## src/rotary_position_rotate_top_assert.svh

```systemverilog
// Assertion macros shared by the rotary position rotate RTL.
`ifndef ROTARY_POSITION_ROTATE_TOP_ASSERT_SVH
`define ROTARY_POSITION_ROTATE_TOP_ASSERT_SVH
`ifndef ASSERT_OFF
`define RPR_ASSERT(lbl, clk, rst, prop) \
  lbl: assert property (@(posedge clk) disable iff (rst) prop) else $error("assertion failed");
`define RPR_ASSERT_NR(lbl, clk, prop) \
  lbl: assert property (@(posedge clk) prop) else $error("assertion failed");
`else
`define RPR_ASSERT(lbl, clk, rst, prop)
`define RPR_ASSERT_NR(lbl, clk, prop)
`endif
`endif

```

## src/rpr_pkg.sv

```systemverilog
// Types, constants and constant functions of the rotary position rotate block.
`timescale 1ns / 1ps
package rpr_pkg;

  localparam int EXP_BITS = 24;
  localparam int VW = 44;
  localparam int ZW = 34;
  localparam logic [29:0] INV_TWO_PI = 30'h28BE60DC;
  localparam logic [31:0] CORDIC_GAIN = 32'h9B74EDA8;

  localparam logic [31:0] ATAN_TURNS [32] = '{
    32'h20000000, 32'h12E4051E, 32'h09FB385B, 32'h051111D4, 32'h028B0D43, 32'h0145D7E1,
    32'h00A2F61E, 32'h00517C55, 32'h0028BE53, 32'h00145F2F, 32'h000A2F98, 32'h000517CC,
    32'h00028BE6, 32'h000145F3, 32'h0000A2FA, 32'h0000517D, 32'h000028BE, 32'h0000145F,
    32'h00000A30, 32'h00000518, 32'h0000028C, 32'h00000146, 32'h000000A3, 32'h00000051,
    32'h00000029, 32'h00000014, 32'h0000000A, 32'h00000005, 32'h00000003, 32'h00000001,
    32'h00000001, 32'h00000000
  };

  typedef struct packed {
    logic [5:0]         pair_index;
    logic [15:0]        position;
    logic signed [31:0] x_first;
    logic signed [31:0] x_second;
  } in_t;

  typedef struct packed {
    logic signed [31:0] y_first;
    logic signed [31:0] y_second;
    logic               clipped;
  } out_t;

  typedef struct packed {
    logic [6:0]  rotary_pairs;
    logic [27:0] freq_log2_step;
    logic [23:0] inv_pos_scale;
  } cfg_t;

  typedef struct packed {
    logic signed [VW-1:0] x;
    logic signed [VW-1:0] y;
    logic signed [ZW-1:0] z;
  } cord_t;

  // Bitwise integer square root, evaluated at elaboration only.
  function automatic logic [63:0] isqrt64(input logic [63:0] v);
    logic [63:0] r;
    logic [63:0] b;
    logic [63:0] w;
    r = '0;
    b = 64'h4000_0000_0000_0000;
    w = v;
    for (int i = 0; i < 32; i++) begin
      if (w >= r + b) begin
        w = w - (r + b);
        r = (r >> 1) + b;
      end else begin
        r = r >> 1;
      end
      b = b >> 2;
    end
    return r;
  endfunction

  // Q0.32 value of 2^(-2^-k): repeated square roots starting from sqrt(1/2).
  function automatic logic [31:0] root_const(input int k);
    logic [63:0] c;
    c = isqrt64(64'h8000_0000_0000_0000);
    for (int j = 1; j < k; j++) begin
      c = isqrt64({c[31:0], 32'h0});
    end
    return c[31:0];
  endfunction

endpackage

```

## src/rpr_cordic_cell.sv

```systemverilog
// One rotation cell of the CORDIC chain.
`timescale 1ns / 1ps
module rpr_cordic_cell #(
  parameter int K = 0
) (
  input  logic            clk,
  input  logic            en,
  input  rpr_pkg::cord_t  d_in,
  output rpr_pkg::cord_t  d_out
);
  import rpr_pkg::*;

  localparam logic signed [ZW-1:0] ATAN = ZW'({2'b00, ATAN_TURNS[K]});

  logic signed [VW-1:0] dx;
  logic signed [VW-1:0] dy;

  assign dx = d_in.y >>> K;
  assign dy = d_in.x >>> K;

  always_ff @(posedge clk) begin
    if (en) begin
      if (!d_in.z[ZW-1]) begin
        d_out.x <= d_in.x - dx;
        d_out.y <= d_in.y + dy;
        d_out.z <= d_in.z - ATAN;
      end else begin
        d_out.x <= d_in.x + dx;
        d_out.y <= d_in.y - dy;
        d_out.z <= d_in.z + ATAN;
      end
    end
  end
endmodule

```

## config.mk

```make
export PLATFORM = sky130hd
export DESIGN_NAME = rpr_cordic_cell
export DESIGN_NICKNAME = d
export VERILOG_FILES = /design/src/rotary_position_rotate_top_assert.svh /design/src/rpr_pkg.sv /design/src/rpr_cordic_cell.sv
export SDC_FILE = /design/constraint.sdc
export NUM_CORES = 1
export LEC_CHECK = 0
export ABC_AREA = 1
export BUFFER_PORTS_ARGS = -buffer_cell sky130_fd_sc_hd__buf_2
export CAP_MARGIN = 5
export CORE_ASPECT_RATIO = 1.2
export CORE_UTILIZATION = 35
export DETAILED_ROUTE_END_ITERATION = 10
export HOLD_SLACK_MARGIN = 0.08
export REMOVE_ABC_BUFFERS = 1
export SYNTH_ARGS = -nofsm -noshare
export SYNTH_HDL_FRONTEND = slang
export SYNTH_SLANG_ARGS = --single-unit
```

## constraint.sdc

```tcl
create_clock -name clk -period 2.1 [get_ports clk]
set_input_delay 0.105 -clock clk [delete_from_list [all_inputs] [get_ports clk]]
set_output_delay 0.105 -clock clk [all_outputs]
set_load 0.01 [all_outputs]
```

# [Yosys cells after proc, flatten, opt, wreduce, memory -nomap -nowiden]
# Index checks and enable logic that the tools add are counted.
[op_classes] n_addsub=5 mux=1
[op_table] cell="2-to-1 mux 122 bit" count=1
[op_table] cell="subtractor 44 bit" count=2
[op_table] cell="adder 44 bit" count=1
[op_table] cell="adder 34 x 31 -> 34 bit, second input constant" count=1
[op_table] cell="subtractor 34 x 31 -> 34 bit, second input constant" count=1
[totals] register_bits=122 inputBits=124 output_inout_bits=122 word_cells=9

# [Depth between registers and ports, before layout]
[depth] depth_word=2 depth_mapped=17 mapped_depth_nobuf=16

# [Worst setup path before layout]
# Ideal clock, no wire load.
[synth_path] path_kind="input -> register" startpoint="input port d_in[78] (netlist name)" endpoint="register d_out[110] (netlist name) (data pin)" setup_time_ns=0.253 arrival_time_ns=1.569 t_required_ns=1.847 setup_slack_ns=0.278 path_stages=11 n_path_buf=0 cell_sequence="inv_1 > ha_1 > fa_1 > o21ai_0 > a21oi_1 > o21ai_2 > nand2_1 > nand2_1 > nand2_1 > nand3_1 > nand2_1"
[synth_between] elab_chain_len=2 word_cells_on_any_way=3 cone_classes="add/sub: 2; mux: 1"
[synth_lines] element="start, declared" line="rpr_cordic_cell.sv:8" text="input rpr_pkg::cord_t d_in,"
[synth_lines] element="subtractor 44 bit / adder 44 bit (equally long branches)" line="rpr_cordic_cell.sv:24, rpr_cordic_cell.sv:28"
[synth_lines] element="2-to-1 mux 122 bit *" line="rpr_cordic_cell.sv:23" text="if (!d_in.z[ZW-1]) begin"
[synth_lines] element="end, declared" line="rpr_cordic_cell.sv:9" text="output rpr_pkg::cord_t d_out"
# Every way passes the cells marked *; elsewhere a longest branch is shown, timed or not.
# A chain may end at the register's enable or synchronous reset.

# [Worst setup path in the final report]
# Same ends and word-level chain as after synthesis.

==> flow_metrics.py <==
metrics = {
    "timing": {
        "period_share": 0.974,
        "setup_slack_ns": 0.0542,
        "fin_crit_ns": 2.05,
        "relSlewSlack": 0.581,
        "setup_viol": 0,
        "slew_violations": 0,
        "whs_ns": 0.159,
        "max_slew.worst_pin.slew_ns": 0.622,
        "rsz0062_at_grt": "no",
        "finalHoldViolations": 0,
        "max_freq_mhz": 489,
    },
    "setup_path": {
        "crit_type": "primary input to flop",
        "worst-path-max-fanout": 4,
        "end_kind": "flop",
        "cp.arrival_ns": 2.26,
        "cp_data_required_time_ns": 2.32,
        "worstSetupStartpointType": "primary input",
    },
    "yosys": {
        "synth_flop_cell": "edfxtp_1",
        "yosysMostFrequentCell": "nand2_1",
        "synth-seq-area-share": 0.245,
        "synth_edf_count": 121,
        "synth_fa_ha_area_frac": 0.117,
        "yosysUniqueCellTypes": 40,
        "syn_avg_cell_area_um2": 6.05,
        "synth_top_area_frac": 0.245,
        "yosys.area.top_type": "edfxtp_1",
        "synth-simple-area-share": 0.388,
        "netlist_area_um2": 14800,
        "synth_compound_area_frac": 0.0891,
        "synth-async-reset-ratio": 0,
        "synth_commonest_cells": "900 x nand2_1, 450 x inv_1, 221 x nand3_1",
        "yosys_warnings": 0,
        "synthXorXnorAreaFrac": 0.0183,
        "synthCells": 2448,
        "synth_top_family_by_area": "simple AND/OR/NAND/NOR gates",
        "synthTopCellsByArea": "edfxtp_1 25%, nand2_1 23%, inv_1 11%, ha_1 11%, nand3_1 7.5%",
        "muxShareOfSynthArea": 0.00211,
        "ys_ff_latch": 121,
    },
    "min_path": {
        "worstHoldPathType": "primary input to flop",
        "whs_path_depth": 5,
        "min_from": "d_in[121]",
        "whs_endpoint": "d_out[77]",
    },
    "clocking": {
        "cts_root_buf": "clkbuf_16",
        "numCtsBuffers": 17,
        "ctsHtreeMaxLevel": 4,
        "clock-sinks": 121,
        "clockBufferDepth": 2,
        "cts_tree": "done",
        "clk_pin_slew_ns": 0.07,
    },
    "finish": {
        "fin_nets": 3448,
        "drive_gt1_frac": 0.262,
        "top_register": "d_out",
        "diodes": 0,
        "largest_reg_flops": 121,
        "top_regs": "d_out (121)",
        "syn_to_final_growth_pct": 42.8,
    },
    "route": {
        "ant_nets": 0,
        "drt_iter0_drc": 1111,
        "dr.pass1.iters": 8,
        "viasPerCell": 4.75,
        "wl_per_cell_um": 17.7,
        "drc_errors": 0,
        "drt-total-wl_um": 66300,
        "vias": 17800,
    },
    "die": {
        "core_um2": 41800,
        "dieHeight_um": 227,
        "die-area_um2": 43100,
        "die_x_um": 190,
        "start_util": 0.355,
        "placementRows": 82,
        "pin_count": 246,
    },
    "pwr": {
        "p_per_area_nw_per_um2": 537,
        "power.leakage_uw": 0.0120,
        "vdd_ir_drop_max_v": 0.000655,
    },
    "placed_design": {
        "gp_congestion": 0.948,
        "port_buffers": 245,
        "hpwlAfterDp_um": 57300,
        "dp_slack_ns": -0.481,
    },
    "global_routing": {
        "grt_pass1_vias": 17200,
        "grt_max_degree": 89,
        "grt_use_total": 0.307,
        "antenna_found_initial": 1,
        "grt_pass1_wl_um": 96800,
        "grt-ovfl-total": 0,
    },
    "job": {
        "max_cap_violations": 0,
    },
    "status": {
        "status": "completed",
    },
}
-- critical path: stages --
cell     delay, ns
buf_2         0.11
inv_1         0.05
ha_1          0.23
fa_1          0.50
o21ai_0       0.38
a21oi_2       0.21
o21ai_2       0.26
nand2_1       0.15
nand2_1       0.09
nand2_1       0.05
nand3_1       0.06
nand2_1       0.06
-- cells in the final DEF, fill, tap and decap left out, types with 2 or more instances in the layout --
cell type / Yosys / routed
nand3_1: 221 / 216
ha_2: 0 / 6
inv_1: 450 / 450
o211ai_1: 2 / 2
or2_2: 3 / 3
nand4_1: 18 / 18
o21ai_0: 60 / 59
clkinvlp_4: 0 / 4
dlygate4sd3_1: 0 / 34
o21ai_2: 8 / 8
edfxtp_1: 121 / 121
o21a_1: 2 / 2
nor2_1: 219 / 215
nor3_1: 10 / 10
fa_1: 4 / 4
buf_12: 0 / 6
or2_1: 2 / 2
o21bai_1: 25 / 25
a21oi_2: 2 / 5
mux2i_1: 2 / 2
xor2_1: 30 / 30
nand3b_1: 6 / 6
o21ai_1: 6 / 7
buf_4: 29 / 496
clkinv_4: 0 / 2
clkinv_2: 0 / 2
buf_2: 17 / 244
nand2_2: 6 / 6
ha_1: 132 / 126
inv_6: 0 / 5
a21oi_1: 119 / 116
inv_2: 3 / 3
and2_1: 4 / 4
nand2_1: 900 / 900
nand3_2: 3 / 8
clkbuf_16: 0 / 17
nor2_2: 15 / 19
o22ai_1: 9 / 9
-- stage by stage --
stage	setup TNS [ns]	instances	utilization	instance area (µm²)	power [µW]
floorplan	0	2389	-	14400	5610
global placement	-23.17	3681	0.483	20200	8360
detailed placement	-22.96	3681	0.483	20200	8400
CTS	0	3747	0.505	21100	11400
global route	0	3747	0.506	21100	12000
finish	0	3747	0.506	21100	11400
-- where the power goes --
| part | internal (µW) | leakage, µW | switching, µW |
|---|---|---|---|
| Sequential | 3060 | 0.00118 | 81.2 |
| Clock | 1650 | 0.000269 | 1260 |
| Combinational | 2200 | 0.0106 | 3100 |
| Total | 6900 | 0.0120 | 4450 |
-- final cells by class --
type                       instances  area, µm²
clock buffer                      17        425
timing repair buffer             780       5410
sequential                       121       3630
fill                            4468      20600
inverter                         453       1700
tap                              546        683
multi-input combinational       1815       9160
clock inverter                    15        143
-- routing by layer --
metal  vias up  global-route usage  share of wire
met3       125              0.0381          0.047
li1       9094                   -              -
met2       581               0.542           0.48
met5         -                   0        0.00020
met4         2               0.173          0.055
met1      8012               0.359           0.41
-- logic make-up after synthesis --
group / after synthesis
multiplexers: 3
flip-flops: 121
AO/OA/AOI/OAI: 236
AND/OR/NAND/NOR: 1409
XOR/XNOR: 31
buffers and inverters: 512
adder cells (fa/ha/maj): 136
-- repair_timing --
action                                  CTS  global route
endpoints found under the hold margin    35             0
hold buffers                             34             0
endpoints found under the setup margin    0            37
resized for setup                         0            19
buffers inserted                          0             0
-- worst max-delay path by stage --
stage / start / depth (start not counted) / end / slack, ns
floorplan: d_in[48] / 13 / d_out[110] / 0.24
global placement: d_in[39] / 13 / d_out[66] / -0.46
detailed placement: d_in[49] / 14 / d_out[66] / -0.48
CTS: d_in[49] / 14 / d_out[66] / 0.0004
global route: d_in[54] / 15 / d_out[119] / 0.008
finish: d_in[78] / 12 / d_out[110] / 0.05
(Power assumes the default switching activity.)
