**src/rotary_position_rotate_top_assert.svh**
```systemverilog
// Assertion macros shared by the rotary position rotate RTL.
`ifndef ROTARY_POSITION_ROTATE_TOP_ASSERT_SVH
`define ROTARY_POSITION_ROTATE_TOP_ASSERT_SVH
`ifndef ASSERT_OFF
`define RPR_ASSERT(lbl, clk, rst, prop) \
  lbl: assert property (@(posedge clk) disable iff (rst) prop) else $error("assertion failed");
`define RPR_ASSERT_NR(lbl, clk, prop) \
  lbl: assert property (@(posedge clk) prop) else $error("assertion failed");
`else
`define RPR_ASSERT(lbl, clk, rst, prop)
`define RPR_ASSERT_NR(lbl, clk, prop)
`endif
`endif

```
**src/rpr_pkg.sv**
```systemverilog
// Types, constants and constant functions of the rotary position rotate block.
`timescale 1ns / 1ps
package rpr_pkg;

  localparam int EXP_BITS = 24;
  localparam int VW = 44;
  localparam int ZW = 34;
  localparam logic [29:0] INV_TWO_PI = 30'h28BE60DC;
  localparam logic [31:0] CORDIC_GAIN = 32'h9B74EDA8;

  localparam logic [31:0] ATAN_TURNS [32] = '{
    32'h20000000, 32'h12E4051E, 32'h09FB385B, 32'h051111D4, 32'h028B0D43, 32'h0145D7E1,
    32'h00A2F61E, 32'h00517C55, 32'h0028BE53, 32'h00145F2F, 32'h000A2F98, 32'h000517CC,
    32'h00028BE6, 32'h000145F3, 32'h0000A2FA, 32'h0000517D, 32'h000028BE, 32'h0000145F,
    32'h00000A30, 32'h00000518, 32'h0000028C, 32'h00000146, 32'h000000A3, 32'h00000051,
    32'h00000029, 32'h00000014, 32'h0000000A, 32'h00000005, 32'h00000003, 32'h00000001,
    32'h00000001, 32'h00000000
  };

  typedef struct packed {
    logic [5:0]         pair_index;
    logic [15:0]        position;
    logic signed [31:0] x_first;
    logic signed [31:0] x_second;
  } in_t;

  typedef struct packed {
    logic signed [31:0] y_first;
    logic signed [31:0] y_second;
    logic               clipped;
  } out_t;

  typedef struct packed {
    logic [6:0]  rotary_pairs;
    logic [27:0] freq_log2_step;
    logic [23:0] inv_pos_scale;
  } cfg_t;

  typedef struct packed {
    logic signed [VW-1:0] x;
    logic signed [VW-1:0] y;
    logic signed [ZW-1:0] z;
  } cord_t;

  // Bitwise integer square root, evaluated at elaboration only.
  function automatic logic [63:0] isqrt64(input logic [63:0] v);
    logic [63:0] r;
    logic [63:0] b;
    logic [63:0] w;
    r = '0;
    b = 64'h4000_0000_0000_0000;
    w = v;
    for (int i = 0; i < 32; i++) begin
      if (w >= r + b) begin
        w = w - (r + b);
        r = (r >> 1) + b;
      end else begin
        r = r >> 1;
      end
      b = b >> 2;
    end
    return r;
  endfunction

  // Q0.32 value of 2^(-2^-k): repeated square roots starting from sqrt(1/2).
  function automatic logic [31:0] root_const(input int k);
    logic [63:0] c;
    c = isqrt64(64'h8000_0000_0000_0000);
    for (int j = 1; j < k; j++) begin
      c = isqrt64({c[31:0], 32'h0});
    end
    return c[31:0];
  endfunction

endpackage

```
**src/rpr_cfg.sv**
```systemverilog
// APB register file holding the rotary configuration.
`timescale 1ns / 1ps
`include "rotary_position_rotate_top_assert.svh"
module rpr_cfg (
  input  logic          clk,
  input  logic          rst,
  input  logic          psel,
  input  logic          penable,
  input  logic          pwrite,
  input  logic [3:0]    paddr,
  input  logic [31:0]   pwdata,
  output logic [31:0]   prdata,
  output logic          pready,
  output rpr_pkg::cfg_t cfg
);
  import rpr_pkg::*;

  localparam logic [1:0] REG_ROTARY_PAIRS = 2'd0;
  localparam logic [1:0] REG_FREQ_STEP    = 2'd1;
  localparam logic [1:0] REG_POS_SCALE    = 2'd2;

  logic wr;
  logic wr_step;
  logic wr_scale;

  assign pready   = 1'b1;
  assign wr       = psel && penable && pwrite;
  assign wr_step  = wr && (paddr[3:2] == REG_FREQ_STEP);
  assign wr_scale = wr && (paddr[3:2] == REG_POS_SCALE);

  always_ff @(posedge clk) begin
    if (rst) begin
      cfg.rotary_pairs   <= 7'd64;
      cfg.freq_log2_step <= 28'd3483400;
      cfg.inv_pos_scale  <= 24'd65536;
    end else if (wr) begin
      unique case (paddr[3:2])
        REG_ROTARY_PAIRS: cfg.rotary_pairs   <= pwdata[6:0];
        REG_FREQ_STEP:    cfg.freq_log2_step <= pwdata[27:0];
        REG_POS_SCALE:    cfg.inv_pos_scale  <= pwdata[23:0];
        default: ;
      endcase
    end
  end

  always_comb begin
    unique case (paddr[3:2])
      REG_ROTARY_PAIRS: prdata = {25'h0, cfg.rotary_pairs};
      REG_FREQ_STEP:    prdata = {4'h0, cfg.freq_log2_step};
      REG_POS_SCALE:    prdata = {8'h0, cfg.inv_pos_scale};
      default:          prdata = 32'h0;
    endcase
  end

  `RPR_ASSERT(a_pairs_write, clk, rst, (wr && paddr[3:2] == REG_ROTARY_PAIRS) |=> (cfg.rotary_pairs == $past(pwdata[6:0])))
  `RPR_ASSERT(a_step_write, clk, rst, wr_step |=> (cfg.freq_log2_step == $past(pwdata[27:0])))
  `RPR_ASSERT(a_scale_write, clk, rst, wr_scale |=> (cfg.inv_pos_scale == $past(pwdata[23:0])))
endmodule

```
**config.mk**
```make
export PLATFORM = sky130hd
export DESIGN_NAME = rpr_cfg
export DESIGN_NICKNAME = d
export VERILOG_FILES = /design/src/rpr_pkg.sv /design/src/rpr_cfg.sv
export VERILOG_INCLUDE_DIRS = /design/src /design/src/src
export SDC_FILE = /design/constraint.sdc
export NUM_CORES = 1
export LEC_CHECK = 0
export ABC_AREA = 1
export BUFFER_PORTS_ARGS = -buffer_cell sky130_fd_sc_hd__clkbuf_2
export CAP_MARGIN = 40
export CORE_MARGIN = 5
export CORE_UTILIZATION = 50
export CTS_BUF_LIST = sky130_fd_sc_hd__clkbuf_16
export DETAILED_ROUTE_END_ITERATION = 6
export PLACE_DENSITY_LB_ADDON = 0.2
export SLEW_MARGIN = 20
export SYNTH_ARGS = -nofsm -noshare
export SYNTH_HDL_FRONTEND = slang
export SYNTH_SLANG_ARGS = --single-unit
```
**constraint.sdc**
```tcl
create_clock -name clk -period 1.95 [get_ports clk]
set_input_delay 0.4875 -clock clk [delete_from_list [all_inputs] [get_ports clk]]
set_output_delay 0.4875 -clock clk [all_outputs]
set_load 0.03 [all_outputs]
```
======== Yosys cells after proc, flatten, opt, wreduce, memory -nomap -nowiden ========
Index checks and enable logic that the tools add are counted.
operators by class
  add/sub/neg operators ................... 0
  $mul .................................... 0
  div/mod/pow operators ................... 0
  $lt $le $gt $ge ......................... 0
  equality and inequality tests ........... 2
  shift-type cells ........................ 0
  muxes and demuxes ....................... 1
  bitwise logic cells ..................... 0
  reductions and logical operators ........ 6
operators with widths
  kind                                           count
  one-hot mux 28 bit (3 select lines)            1
  AND reduction 2 bit                            3
  == test 2 x 1 -> 1 bit, second input constant  1
  == test 2 bit, second input constant           1
  logical AND 1 bit                              2
  zero test 2 bit                                1
storage, ports and cells
  register bits ........................... 59
  bits in latches ......................... 0
  memory bits (writable) .................. 0
  ROM bits ................................ 0
  input port bits ......................... 41
  output and inout bits ................... 92
  memories ................................ 0

======== Longest topological paths before layout ========
  depth in word-level cells ............... 3
  gate-level depth with buffers ........... 7
  gate-level depth less buffers ........... 5

======== Worst setup path after synthesis ========
OpenSTA, ideal clock, no wires.
  kind .................................... in2out
  start point ............................. input paddr[3]
  end point ............................... output prdata[1]
  arrival time ............................ 1194 ps
  data required time ...................... 1462 ps
  slack ................................... 269 ps
  stages on the path ...................... 6
  cells stage by stage .................... inv_2 nor2_2 buf_4 buf_4 nand2_1 nand3_1
between the ends
  word-level cells in the longest chain between the ends .. 2
  elaborated cells between the ends (all ways) .. 4
ends and longest elaborated chain
  element                                  RTL line       source
  start, declared                          rpr_cfg.sv:10  input logic [3:0] paddr,
  == test 2 bit (tied with other cells)    rpr_cfg.sv:47  unique case (paddr[3:2])
  one-hot mux 28 bit (3 select lines) (*)  rpr_cfg.sv:47
  end, declared                            rpr_cfg.sv:12  output logic [31:0] prdata,
Every way passes the cells marked *; elsewhere a longest branch is shown, timed or not.

======== Worst setup path after layout ========
  start point ............................. input paddr[3]
  end point ............................... output prdata[23]
The elaborated chain is that of the path after synthesis.

==> qor.yml <==
min_path:
  min-delay-start: "pwdata[10]"
  hp-class: "input pin to register"
  min_to: "cfg[34]"
  hold_depth: 3
die:
  placementRows: 27
  die_x_um: 85.4
  io_pins: 133
  initial_utilization: 0.517
  chipHeight_um: 85.4
  dieArea_um2: 7300
  core-area_um2: 5510
cts:
  clock_sinks: 59
  cts_max_level: 3
  hold_buffers: 0
  clock_latency_ps: 310
  cts_tree: "yes"
  cts_buffer_depth: 2
  cts_buffers: 9
  cts.clk_slew.worst_paths_ps: 50
  cts_root_buf: "clkbuf_16"
setup_path:
  critPathRequiredTime_ps: 1460
  cp-startpoint: "paddr[3]"
  timing.rr.end: "cfg[55]"
  crit_fanout: 5
  reg2regPathDepth: 2
  rrSetupSlack_ps: 1310
  worst-setup-path-type: "input pin to output port"
  worstPathArrival_ps: 1440
  crit_path_start_kind: "input pin"
  r2r-start: "cfg[55]"
  endpoint_kind: "output port"
route:
  vias: 3137
  drc: 0
  ant_nets: 0
  first_iter_violations: 178
  routedWlPerCell_um: 12.7
  routed_wl_um: 8210
  avgViaCountPerCell: 4.84
  dr.pass1.iters: 4
final_layout:
  largestRegisters: "cfg (59)"
  largest_reg_flops: 59
  drive_above_1_share: 0.283
  n_fill_cell: 444
  nNetsFinal: 613
  top_register: "cfg"
  n_antenna_cell: 0
  area_delta_synth_final_pct: 39.3
global_route:
  grt_start_max_net_pins: 38
  grtUsageTotal: 0.218
  grt-ovfl-total: 0
  grt_pass1_wl_um: 12900
  antenna_found_initial: 0
  first_global_vias: 2898
power:
  vdd_ir_drop_max_mv: 0.503
  p_per_area_nw_per_um2: 795
  p_leak_uw: 0.00212
  finalPower_uw: 3150
sta:
  max_freq_mhz: 519
  rsz0062_at_grt: "yes"
  whs_ps: 399
  skew_ps: 0
  period_share: 0.989
  hold_violations: 0
  setup_viol: 0
  slew_viol_final: 0
  fin_crit_ps: 1930
logic_synthesis:
  synth_area_um2: 2850
  syn_avg_cell_area_um2: 6.37
  yosys_warnings: 0
  ys_seq_elements: 59
  yosysSeqAreaShare: 0.415
  synth_cell_types: 18
  syn_inst: 447
placed_design:
  hpwl_um: 5490
  place.gp.congestion: 0.789
  numPortBuffers: 121
outcome:
  status: "complete, no violations"
run:
  timing.max_cap.violations: 0
## per-stage QoR
step | utilization | cell area (µm²) | worst slack (ps) | setup TNS (ps) | std cells
finish | 0.720 | 3960 | 21.4 | 0 | 648
global route | 0.720 | 3960 | -26.0 | -65.7 | 648
CTS | 0.687 | 3780 | 43.6 | 0 | 641
floorplan | - | 2860 | 269 | 0 | 450
global placement | 0.637 | 3510 | 63.9 | 0 | 626
detailed placement | 0.637 | 3510 | 48.0 | 0 | 626
## where the power goes
part | internal, µW | total (µW) | switching (µW)
sequential | 1240 | 1260 | 20.2
combinational | 157 | 446 | 289
clock | 958 | 1450 | 492
## routing by layer
metal,routed length [µm],track usage
met5,0,0
met4,74,0.0878
met3,822,0.0689
met2,4070,0.378
met1,3240,0.248
## area by class of cell
class / instances / area [µm²] / share of cell area
Clock buffer: 9 / 225 / 0.0568
Clock inverter: 6 / 50.0 / 0.0126
Inverter: 35 / 131 / 0.0332
Multi-Input combinational cell: 326 / 1370 / 0.345
Sequential cell: 59 / 1180 / 0.298
Tap cell: 72 / 90.1 / 0.0227
Timing Repair Buffer: 141 / 918 / 0.232
## synthesized netlist by cell type
cell        n  area (µm²)
clkbuf_1    1        3.75
o21ai_0     2        10.0
conb_1      2        7.51
nand3_2     1        10.0
nor2_2      2        12.5
nor2_4      2        22.5
dfxtp_1    59        1180
nand3_1    66         330
nor2_1    102         383
buf_2       9        45.0
buf_6       3        33.8
buf_4      11        82.6
inv_2       3        11.3
nand2_2     2        12.5
inv_1      32         120
nor2_8      1        20.0
buf_1       6        22.5
nand2_1   143         537
## worst max path at each step
| stage | end | slack, ps | depth (start not counted) |
|---|---|---|---|
| 3_3_place_gp | prdata[6] | 60 | 7 |
| 4_1_cts | prdata[6] | 40 | 7 |
| 5_1_grt | prdata[23] | -30 | 8 |
| 3_5_place_dp | prdata[6] | 50 | 7 |
| 2_1_floorplan | prdata[1] | 270 | 6 |
| 6_report | prdata[23] | 20 | 8 |
## cells in the final DEF (no fill, tap or decap)
master | Yosys | final
nor2_8 | 1 | 1
o21ai_0 | 2 | 2
buf_2 | 9 | 8
conb_1 | 2 | 5
clkbuf_4 | 0 | 4
clkinv_1 | 0 | 2
buf_4 | 11 | 22
bufinv_16 | 0 | 1
inv_2 | 3 | 3
nand2_2 | 2 | 2
clkbuf_16 | 0 | 12
clkbuf_2 | 0 | 97
inv_1 | 32 | 34
nor2_4 | 2 | 4
buf_6 | 3 | 2
nand3_2 | 1 | 1
nand2_1 | 143 | 143
dfxtp_1 | 59 | 59
clkinv_2 | 0 | 1
nor2_1 | 102 | 102
buf_12 | 0 | 5
nand3_1 | 66 | 66
## kinds of logic (layout without fill, tap and decap cells)
kind of cell | after synthesis | after routing | share of synthesized area
compound gates | 2 | 2 | 0.00352
buf+inv | 65 | 191 | 0.112
flops | 59 | 59 | 0.415
other cells | 2 | 5 | 0.00264
simple gates | 319 | 319 | 0.467
## repair_timing
action                     in CTS  in global routing
buffers inserted                0                  4
setup endpoints to repair       0                  9
resized for setup               0                 57
## critical path: stages
cell	delay [ps]
buf_2	140
inv_2	80
nor2_4	130
buf_12	140
clkbuf_16	140
nand2_1	40
nand2_1	70
buf_2	200
No activity file was read; power rests on OpenSTA's default activity.
