===== src/rotary_position_rotate_top_assert.svh =====
// Assertion macros shared by the rotary position rotate RTL.
`ifndef ROTARY_POSITION_ROTATE_TOP_ASSERT_SVH
`define ROTARY_POSITION_ROTATE_TOP_ASSERT_SVH
`ifndef ASSERT_OFF
`define RPR_ASSERT(lbl, clk, rst, prop) \
  lbl: assert property (@(posedge clk) disable iff (rst) prop) else $error("assertion failed");
`define RPR_ASSERT_NR(lbl, clk, prop) \
  lbl: assert property (@(posedge clk) prop) else $error("assertion failed");
`else
`define RPR_ASSERT(lbl, clk, rst, prop)
`define RPR_ASSERT_NR(lbl, clk, prop)
`endif
`endif


===== src/rpr_pkg.sv =====
// Types, constants and constant functions of the rotary position rotate block.
`timescale 1ns / 1ps
package rpr_pkg;

  localparam int EXP_BITS = 24;
  localparam int VW = 44;
  localparam int ZW = 34;
  localparam logic [29:0] INV_TWO_PI = 30'h28BE60DC;
  localparam logic [31:0] CORDIC_GAIN = 32'h9B74EDA8;

  localparam logic [31:0] ATAN_TURNS [32] = '{
    32'h20000000, 32'h12E4051E, 32'h09FB385B, 32'h051111D4, 32'h028B0D43, 32'h0145D7E1,
    32'h00A2F61E, 32'h00517C55, 32'h0028BE53, 32'h00145F2F, 32'h000A2F98, 32'h000517CC,
    32'h00028BE6, 32'h000145F3, 32'h0000A2FA, 32'h0000517D, 32'h000028BE, 32'h0000145F,
    32'h00000A30, 32'h00000518, 32'h0000028C, 32'h00000146, 32'h000000A3, 32'h00000051,
    32'h00000029, 32'h00000014, 32'h0000000A, 32'h00000005, 32'h00000003, 32'h00000001,
    32'h00000001, 32'h00000000
  };

  typedef struct packed {
    logic [5:0]         pair_index;
    logic [15:0]        position;
    logic signed [31:0] x_first;
    logic signed [31:0] x_second;
  } in_t;

  typedef struct packed {
    logic signed [31:0] y_first;
    logic signed [31:0] y_second;
    logic               clipped;
  } out_t;

  typedef struct packed {
    logic [6:0]  rotary_pairs;
    logic [27:0] freq_log2_step;
    logic [23:0] inv_pos_scale;
  } cfg_t;

  typedef struct packed {
    logic signed [VW-1:0] x;
    logic signed [VW-1:0] y;
    logic signed [ZW-1:0] z;
  } cord_t;

  // Bitwise integer square root, evaluated at elaboration only.
  function automatic logic [63:0] isqrt64(input logic [63:0] v);
    logic [63:0] r;
    logic [63:0] b;
    logic [63:0] w;
    r = '0;
    b = 64'h4000_0000_0000_0000;
    w = v;
    for (int i = 0; i < 32; i++) begin
      if (w >= r + b) begin
        w = w - (r + b);
        r = (r >> 1) + b;
      end else begin
        r = r >> 1;
      end
      b = b >> 2;
    end
    return r;
  endfunction

  // Q0.32 value of 2^(-2^-k): repeated square roots starting from sqrt(1/2).
  function automatic logic [31:0] root_const(input int k);
    logic [63:0] c;
    c = isqrt64(64'h8000_0000_0000_0000);
    for (int j = 1; j < k; j++) begin
      c = isqrt64({c[31:0], 32'h0});
    end
    return c[31:0];
  endfunction

endpackage


===== src/rpr_root_cell.sv =====
// One cell of the frequency chain: multiplies by a fixed root when its exponent bit is set.
`timescale 1ns / 1ps
module rpr_root_cell #(
  parameter int K = 1
) (
  input  logic        clk,
  input  logic        en,
  input  logic [32:0] m_in,
  input  logic [23:0] f_in,
  output logic [32:0] m_out,
  output logic [23:0] f_out
);
  import rpr_pkg::*;

  localparam logic [31:0] C = root_const(K);

  logic [64:0] prod;

  assign prod = m_in * C;

  always_ff @(posedge clk) begin
    if (en) begin
      f_out <= f_in;
      if (f_in[EXP_BITS-K]) begin
        m_out <= prod[64:32];
      end else begin
        m_out <= m_in;
      end
    end
  end
endmodule


===== config.mk =====
export PLATFORM = sky130hd
export DESIGN_NAME = rpr_root_cell
export DESIGN_NICKNAME = d
export VERILOG_FILES = /design/src/rotary_position_rotate_top_assert.svh /design/src/rpr_pkg.sv /design/src/rpr_root_cell.sv
export SDC_FILE = /design/constraint.sdc
export NUM_CORES = 1
export LEC_CHECK = 0
export CORE_AREA = 3 3 187 189
export CTS_CLUSTER_DIAMETER = 200
export DETAILED_ROUTE_END_ITERATION = 8
export DIE_AREA = 0 0 190 192
export DONT_BUFFER_PORTS = 1
export PLACE_DENSITY = 0.84
export SYNTH_ARGS = -nofsm -noshare
export SYNTH_HDL_FRONTEND = slang
export SYNTH_SLANG_ARGS = --single-unit
export TNS_END_PERCENT = 5

===== constraint.sdc =====
create_clock -name clk -period 6.8 [get_ports clk]
set_input_delay 0.34 -clock clk [delete_from_list [all_inputs] [get_ports clk]]
set_output_delay 0.34 -clock clk [all_outputs]
set_load 0.05 [all_outputs]

# [Word-level counts from Yosys, hierarchy flattened]
# Cells that the tools add are included.
# W data, S select, Z words.
[op_classes] n_mul=1 mux=1
[op_table] cell="$mul A33 B32 Y65 const B" count=1
[op_table] cell="$mux W33" count=1
[word_totals] register_bits=57 input_bits=59 out_inout_bits=57 word_cells=4

# [Longest topological paths before layout]
# Gate-level depths: netlist of the first run.
[depth] ltp_word=2 ltp_mapped=25 depth_no_buf=24

# [Worst setup path after synthesis of the first run]
# OpenSTA, ideal clock, no wires.
[synth_timing] kind="input to register" from="input port m_in[17]" to="register m_out[17] (data pin)" setup_ns=0.260 arrival_time_ns=6.354 required_ns=6.540 setup_slack_ns=0.186 stages=22 n_path_buf=0 path_cell_list="ha_1 -> fa_1 -> inv_1 -> fa_1 -> fa_1 -> inv_1 -> fa_1 -> fa_1 -> fa_1 -> inv_1 -> fa_1 -> inv_1 -> ha_1 -> and3_4 -> and3_4 -> nand4_2 -> o32ai_4 -> nor2_2 -> a31oi_4 -> a31oi_2 -> xnor2_1 -> mux2_2"
[synth_between] elab_chain_cells=2
[synth_rtl] element="start, declared" line="rpr_root_cell.sv:8" text="input logic [32:0] m_in,"
[synth_rtl] element="$mul A33 B32 Y65" line="rpr_root_cell.sv:19" text="assign prod = m_in * C;"
[synth_rtl] element="$mux W33 (*)" line="rpr_root_cell.sv:24" text="if (f_in[EXP_BITS-K]) begin"
[synth_rtl] element="end signal, assigned" line="rpr_root_cell.sv:25" text="m_out <= prod[64:32];"
[synth_rtl] element="end signal, assigned" line="rpr_root_cell.sv:27" text="m_out <= m_in;"
[synth_rtl] element="end, declared" line="rpr_root_cell.sv:10" text="output logic [32:0] m_out,"
# Mark *: on every way between the ends. The rest lies on a longest branch, timed or not.
# A chain may end at the register's enable or synchronous reset.

# [Worst setup path after layout of the first run]
# Ends and elaborated chain as after synthesis.

==> flow_metrics.env, run 1 <==
export IMPL_regArea_um2=1712
export IMPL_synth_top_cell_area_share_pct=37.30
export IMPL_grt_antenna_before_repair=0
export IMPL_clockBufferDepth=2
export IMPL_synth_edf_count=57
export IMPL_status="finished clean"
export IMPL_port_buffers=0
export IMPL_worstPathRequired_ps=6890
export IMPL_synth_top_area_cell="fa_1"
export IMPL_report_final_setup_viol=0
export IMPL_worstPathMaxFanout=12
export IMPL_tightest_slew_ps=655.8
export IMPL_synth_avg_cell_area_um2=10.42
export IMPL_grt_overflow=0
export IMPL_maxSlewHeadroom_pct=56.01
export IMPL_cts_max_level=3
export IMPL_met3_length_mm=4.219
export IMPL_track_usage_pct=31.57
export IMPL_coreArea_um2=33450
export IMPL_synthCells=1957
export IMPL_synthesis_area_um2=20400
export IMPL_die_width_um=190
export IMPL_yosysWarnings=0
export IMPL_start_kind="input pin"
export IMPL_rsz0062_at_grt="false"
export IMPL_io_pins=116
export IMPL_ant_nets=0
export IMPL_route_met2_wl_mm=26.49
export IMPL_yosysMostFrequentCell="inv_1"
export IMPL_drive_gt1_share_pct=5.271
export IMPL_wl_met1_mm=21.77
export IMPL_period_needed_ps=6579
export IMPL_viasPerCell=5.887
export IMPL_arrival_ps=6660
export IMPL_first_global_vias=15880
export IMPL_tritoncts="yes"
export IMPL_grt_pass1_wl_mm=87.75
export IMPL_yosys_most_used_dff="edfxtp_1"
export IMPL_path_clk_slew_ps=60
export IMPL_synth_nets=2841
export IMPL_wl_per_cell_um=22.63
export IMPL_cts_buffers=9
export IMPL_hpwl_mm=47.69
export IMPL_final_hold_viol_count=0
export IMPL_gp_congestion=1.033
export IMPL_final_nets=2871
export IMPL_yosys_top_cells_area="fa_1 (37%), ha_1 (27%), inv_1 (9.7%)"
export IMPL_async_flop_share_pct=0
export IMPL_highest_layer="met4"
export IMPL_start_util_pct=60.98
export IMPL_postCtsSetupBuffers=0
export IMPL_rows=67
export IMPL_maxCapViolCount=0
export IMPL_endpoint_kind="flop"
export IMPL_grt_max_degree=58
export IMPL_area_growth_syn_to_layout_pct=5.404
export IMPL_drcViolationCount=0
export IMPL_worstHoldPathType="in2reg"
export IMPL_yosysSeqAreaShare_pct=8.392
export IMPL_die_area_um2=36480
export IMPL_ys_types=82
export IMPL_drt_iter0_markers=1332
export IMPL_wl_mm=55.21
export IMPL_post_route_util_pct=64.28
export IMPL_timing_fmax_ghz=0.1520
export IMPL_synthTopCellsByCount="inv_1 (529), ha_1 (445), fa_1 (380)"
export IMPL_multi_input_area_um2=16600
export IMPL_clkSinkCount=57
export IMPL_root_buffer="clkbuf_16"
export IMPL_slew_violations=0
export IMPL_ys_ff_latch=57
export IMPL_crit_type="in2reg"
export IMPL_diodes=0
export IMPL_vias=14370
export IMPL_die_y_um=192
export IMPL_period_share_pct=96.75
export IMPL_n_fill_cell=2518
export IMPL_dr_pass1_iters=5
sequential cells by signal, indices dropped and copies added, names as in the netlist:
signal,count
m_out,33
f_out,24
routing by layer:
metal,vias up,GRT usage [%]
li1,6350,-
met1,7229,41.08
met2,611,53.11
met3,175,4.727
met4,0,13.14
met5,-,0
cell type report:
class	count	area share (%)
multi-input combinational	1344	77.20
inverter	530	9.253
sequential	57	7.961
tap	448	2.607
timing repair buffer	45	1.571
clock buffer	9	1.048
clock inverter	7	0.3550
cells in the final DEF, fill, tap and decap left out, types with 16 or more instances in the layout:
cell type / count
nand4_1: 20
edfxtp_1: 57
and2_1: 16
xor2_1: 40
o21ai_0: 37
buf_4: 45
ha_1: 444
nand2_1: 66
nand3_1: 25
fa_1: 380
xnor2_1: 18
nor2_1: 44
inv_1: 529
a21o_1: 38
a21oi_1: 60
final timing paths:
kind / from / to / slack, ps / depth (start not counted)
hold / removal: f_in[10] / f_out[10] / 100 / 0
setup / recovery: m_in[17] / m_out[17] / 220 / 22
stage by stage:
stage	hold slack [ps]	cell area [um2]	instances	TNS, ps	worst slack [ps]
global placement	438.9	21180	2424	0	29.35
detailed placement	438.9	21180	2424	-589.6	-92.40
CTS	94.35	21480	2440	0	241.1
floorplan	438.9	20400	1957	0	185.9
finish	104.5	21500	2440	0	221.0
global route	87.28	21500	2440	0	14.77
repair_timing:
action | 4_1_cts | 5_1_grt
hold buffers | 0 | 0
hold endpoints to repair | 0 | 0
setup endpoints to repair | 0 | 8
gates resized for setup | 0 | 4
logic make-up after synthesis:
group	count (synthesis)	synth area share, %
adder cells (fa/ha/maj)	825	64.59
buffers and inverters	556	10.31
flip-flops	57	8.392
XOR/XNOR	58	2.491
multiplexers	16	0.8711
AND/OR/NAND/NOR	225	5.711
AO/OA/AOI/OAI	220	7.637
worst max-delay path: stages:
cell and delay (ps):
ha_1 330, fa_1 550, inv_1 60, fa_1 450, fa_1 560, inv_1 60
fa_1 550, fa_1 430, fa_1 500, inv_1 50, fa_1 470, inv_1 40
ha_1 340, and3_4 210, and3_4 210, nand4_2 160, o32ai_4 380, nor2_2 90
a31oi_4 310, a31oi_2 140, xnor2_1 150, mux2_2 270
Power of run 1 is left out: the tool's default activity adds up to more than one toggle a clock period on the data nets, which glitch-free logic cannot reach.
==> run 2: changes to the inputs <==
- CTS_CLUSTER_DIAMETER: 200 -> 100
- PLACE_DENSITY: 0.84 -> not set
- PLACE_DENSITY_LB_ADDON: not set -> 0.08
==> run 2 against run 1 <==
Against the previous run:
- wire length up 0.53%
- hold slack got worse by 1.8 ps
- first-iteration DRC count shrank 35%
- final cell count is 1.0% higher
- global-route usage is 0.32 points higher
- critical path depth unchanged
- non-clock buffer count rose by 25
- sequential share of layout area fell by 0.074 points
- setup slack lost 43 ps
- die area did not move
==> flow_metrics.env, run 2 (synthesis results as in run 1) <==
export IMPL_clockBufferDepth=2
export IMPL_timing_fmax_ghz=0.1510
export IMPL_hold_end="f_out[21]"
export IMPL_tightest_slew_ps=625.5
export IMPL_report_final_setup_viol=0
export IMPL_first_global_vias=15450
export IMPL_start_util_pct=60.98
export IMPL_rows=67
export IMPL_drive_gt1_share_pct=6.445
export IMPL_period_share_pct=97.38
export IMPL_cp_slowest_cell="fa_1"
export IMPL_path_delay_family="adder cells"
export IMPL_worstPathMaxFanout=11
export IMPL_crit_type="in2reg"
export IMPL_coreArea_um2=33450
export IMPL_top_regs="m_out: 33 flops, f_out: 24 flops"
export IMPL_vias=14050
export IMPL_die_width_um=190
export IMPL_viasPerCell=5.698
export IMPL_maxSlewHeadroom_pct=58.05
export IMPL_start_kind="input pin"
export IMPL_critPathMaxStageDelay_ps=550
export IMPL_gp_congestion=0.9305
export IMPL_wl_mm=55.50
export IMPL_final_common_cell="inv_1"
export IMPL_tritoncts="yes"
export IMPL_dr_pass1_iters=5
export IMPL_mostFrequentLayoutCells="inv_1 (529), ha_1 (445), fa_1 (380)"
export IMPL_final_hold_viol_count=0
export IMPL_grt_max_degree=58
export IMPL_status="finished clean"
export IMPL_grt_overflow=0
export IMPL_grt_pass1_wl_mm=87.30
export IMPL_rsz0062_at_grt="true"
export IMPL_hold_buffers=0
export IMPL_wl_per_cell_um=22.52
export IMPL_worstPathRequired_ps=6860
export IMPL_path_buf_inv=4
export IMPL_placed_area_um2=21370
export IMPL_cts_max_level=3
export IMPL_arrival_ps=6680
export IMPL_postCtsSetupBuffers=0
export IMPL_slew_violations=0
export IMPL_path_cells="ha_1, fa_1, inv_1, fa_1, fa_1, inv_1, fa_1, fa_1, fa_1, inv_1, fa_1, inv_1, ha_1, and3_4, and3_4, nand4_2, o32ai_4, nor2_2, a31oi_4, a21boi_1, xor2_1, mux2i_1"
export IMPL_fin_area_um2=21700
export IMPL_hold_start="f_in[21]"
export IMPL_diodes=0
export IMPL_io_pins=116
export IMPL_track_usage_pct=31.89
export IMPL_postCtsResizedCells=0
export IMPL_die_y_um=192
export IMPL_clkSinkCount=57
export IMPL_die_area_um2=36480
export IMPL_cts_buffers=9
export IMPL_root_buffer="clkbuf_16"
export IMPL_period_needed_ps=6622
export IMPL_hpwl_mm=48.20
export IMPL_cp_common_cell="fa_1"
export IMPL_ant_nets=0
export IMPL_crit_start="m_in[22]"
export IMPL_largest_reg_flops=33
export IMPL_drcViolationCount=0
export IMPL_final_nets=2896
export IMPL_regMostFlops="m_out"
export IMPL_grt_antenna_before_repair=1
export IMPL_area_growth_syn_to_layout_pct=6.392
export IMPL_endpoint_kind="flop"
export IMPL_port_buffers=0
export IMPL_worstHoldPathType="in2reg"
export IMPL_hold_ws_ps=102.7
export IMPL_path_clk_slew_ps=60
export IMPL_drt_iter0_markers=872
export IMPL_holdPathStages=0
export IMPL_maxCapViolCount=0
-- run 2: layer usage --
metal | vias up | track usage (%) | part of all wire (%)
met5 | - | 0 | 0.023
met4 | 2 | 10.15 | 3.8
met3 | 112 | 4.289 | 5.4
met2 | 384 | 55.65 | 50
met1 | 7153 | 41.40 | 41
li1 | 6394 | - | -
-- run 2: layout make-up --
type | count | area (um2)
clock inverters | 7 | 82.58
inverters | 530 | 1989
well taps | 448 | 560.5
fillers | 2751 | 11750
repair buffers | 70 | 525.5
flip-flops and latches | 57 | 1712
multi-input cells | 1344 | 16610
clock buffers | 9 | 225.2
-- run 2: through the flow --
step	worst slack, ps	TNS [ps]	std cells	util, %
2_1_floorplan	185.9	0	1957	-
3_3_place_gp	-78.69	-100.4	2449	63.89
3_5_place_dp	-202.0	-1011	2449	63.89
4_1_cts	132.9	0	2465	64.81
5_1_grt	-19.71	-36.10	2465	64.88
6_report	178.3	0	2465	64.88
-- run 2: how the worst max path moves through the flow --
stage | end | cells after the start
after floorplan | m_out[17] | 22
after global placement | m_out[25] | 22
after detailed placement | m_out[25] | 22
after CTS | m_out[25] | 22
after global routing | m_out[17] | 22
final | m_out[13] | 22
Power of run 2 is left out for the same reason.
==> run 3: changes to the inputs <==
- CORE_AREA: 3 3 187 189 -> 2 2 186 188
- DIE_AREA: 0 0 190 192 -> 0 0 188 190
- HOLD_SLACK_MARGIN: not set -> 0.15
==> run 3 against run 2 <==
Against the previous run:
- fmax up 0.50%
- setup slack better by 33 ps
- utilization fell by 0.46 points
- sequential share of layout area fell by 0.061 points
- clock-buffer cell count rose by 1
- die area fell by 2.1%
- non-clock buffer count up 9
- design area up 0.78%
- wire length shrank 0.39%
- first-iteration DRC count decreased by 6.0%
- critical endpoint unchanged
==> flow_metrics.env, run 3 (synthesis results as in run 1) <==
export IMPL_status="finished clean"
export IMPL_grt_pass1_wl_mm=87.75
export IMPL_rows=68
export IMPL_period_share_pct=96.89
export IMPL_tightest_slew_ps=668.9
export IMPL_die_width_um=188
export IMPL_port_buffers=0
export IMPL_track_usage_pct=32.54
export IMPL_die_y_um=190
export IMPL_period_needed_ps=6589
export IMPL_hold_start="f_in[23]"
export IMPL_hpwl_mm=47.30
export IMPL_vias=14100
export IMPL_rsz0062_at_grt="false"
export IMPL_diodes=0
export IMPL_arrival_ps=6640
export IMPL_report_final_setup_viol=0
export IMPL_cts_buffers=9
export IMPL_endpoint_kind="flop"
export IMPL_grt_max_degree=58
export IMPL_final_nets=2905
export IMPL_post_route_util_pct=64.42
export IMPL_wl_mm=55.29
export IMPL_clkSinkCount=57
export IMPL_grt_overflow=0
export IMPL_final_cell_count_no_fill=2481
export IMPL_worstPathMaxFanout=11
export IMPL_drive_gt1_share_pct=5.577
export IMPL_dr_pass1_iters=6
export IMPL_grt_use_met2_pct=58.84
export IMPL_largest_reg_flops=33
export IMPL_first_global_vias=15610
export IMPL_met1_usage_pct=41.69
export IMPL_start_kind="input pin"
export IMPL_top_usage_layer="met2"
export IMPL_root_buffer="clkbuf_16"
export IMPL_timing_fmax_ghz=0.1518
export IMPL_start_util_pct=60.08
export IMPL_gp_congestion=0.9311
export IMPL_cts_max_level=3
export IMPL_top_regs="m_out: 33 flops, f_out: 24 flops"
export IMPL_regMostFlops="m_out"
export IMPL_grt_antenna_before_repair=0
export IMPL_place_inst=2439
export IMPL_met3_usage_pct=3.782
export IMPL_die_area_um2=35720
export IMPL_final_common_cell="inv_1"
export IMPL_area_growth_syn_to_layout_pct=7.220
export IMPL_final_hold_viol_count=0
export IMPL_clockBufferDepth=2
export IMPL_slew_violations=0
export IMPL_hold_end="m_out[8]"
export IMPL_wl_per_cell_um=22.28
export IMPL_ant_nets=0
export IMPL_maxSlewHeadroom_pct=55.02
export IMPL_fin_area_um2=21870
export IMPL_coreArea_um2=33950
export IMPL_worstHoldPathType="in2reg"
export IMPL_path_clk_slew_ps=50
export IMPL_tritoncts="yes"
export IMPL_maxCapViolCount=0
export IMPL_placed_area_um2=21250
export IMPL_crit_type="in2reg"
export IMPL_drt_iter0_markers=820
export IMPL_viasPerCell=5.681
export IMPL_worstPathRequired_ps=6850
export IMPL_holdPathStages=2
export IMPL_drcViolationCount=0
export IMPL_mostFrequentLayoutCells="inv_1 (529), ha_1 (444), fa_1 (380)"
export IMPL_io_pins=116
## run 3: changes by cell type in the layout (fill, tap and decap cells not counted), sizes merged
cell and change:
buf -15, dlygate4sd3 +24, clkinvlp -2, bufinv +1
inv -4, clkbuf +1, clkinv +4
## run 3: worst max-delay path by stage
stage              from         to  depth (start not counted)
6_report       m_in[22]  m_out[13]                         22
5_1_grt        m_in[15]  m_out[15]                         21
4_1_cts        m_in[22]  m_out[13]                         22
3_3_place_gp   m_in[22]  m_out[13]                         22
2_1_floorplan  m_in[17]  m_out[17]                         22
3_5_place_dp   m_in[22]  m_out[13]                         22
## run 3: critical path, cell delays in order
cell      delay, ps
ha_1            360
fa_1            510
inv_1            60
fa_1            500
fa_1            520
inv_1            60
fa_1            560
fa_1            430
fa_1            520
inv_1            60
fa_1            470
inv_1            60
ha_4            290
and3_4          190
and3_4          210
nand4_2         150
o32ai_4         370
nor2_2           90
a31oi_4         300
a21boi_2        120
xor2_2          320
mux2i_1         140
## run 3: through the flow
stage | setup WS [ps] | TNS, ps | hold slack [ps]
3_3_place_gp | -62.02 | -82.69 | 438.9
3_5_place_dp | -246.9 | -1370 | 438.9
4_1_cts | 97.84 | 0 | 215.5
2_1_floorplan | 185.9 | 0 | 438.9
6_report | 211.5 | 0 | 229.1
5_1_grt | 25.28 | 0 | 219.3
## run 3: layout make-up
| type | instances | area [um2] |
|---|---|---|
| inverters | 530 | 1989 |
| clock buffers | 10 | 229.0 |
| multi-input cells | 1344 | 16610 |
| repair buffers | 79 | 673.1 |
| clock inverters | 6 | 82.58 |
| flip-flops and latches | 57 | 1712 |
| fillers | 2770 | 12080 |
| well taps | 455 | 569.3 |
## run 3: layer usage
metal,part of all wire [%],wire (um),up-vias
met5,0,0,-
met4,2.8,1549,0
met3,5.3,2927,94
met2,51,28350,413
met1,41,22460,7174
li1,-,-,6414
## run 3: what timing repair did
| item | in CTS | in global routing |
|---|---|---|
| hold endpoints to repair | 81 | 0 |
| resized for setup | 0 | 5 |
| setup buffers | 0 | 1 |
| hold buffers | 25 | 0 |
| endpoints found under the setup margin | 0 | 12 |
Power of run 3 is left out for the same reason.
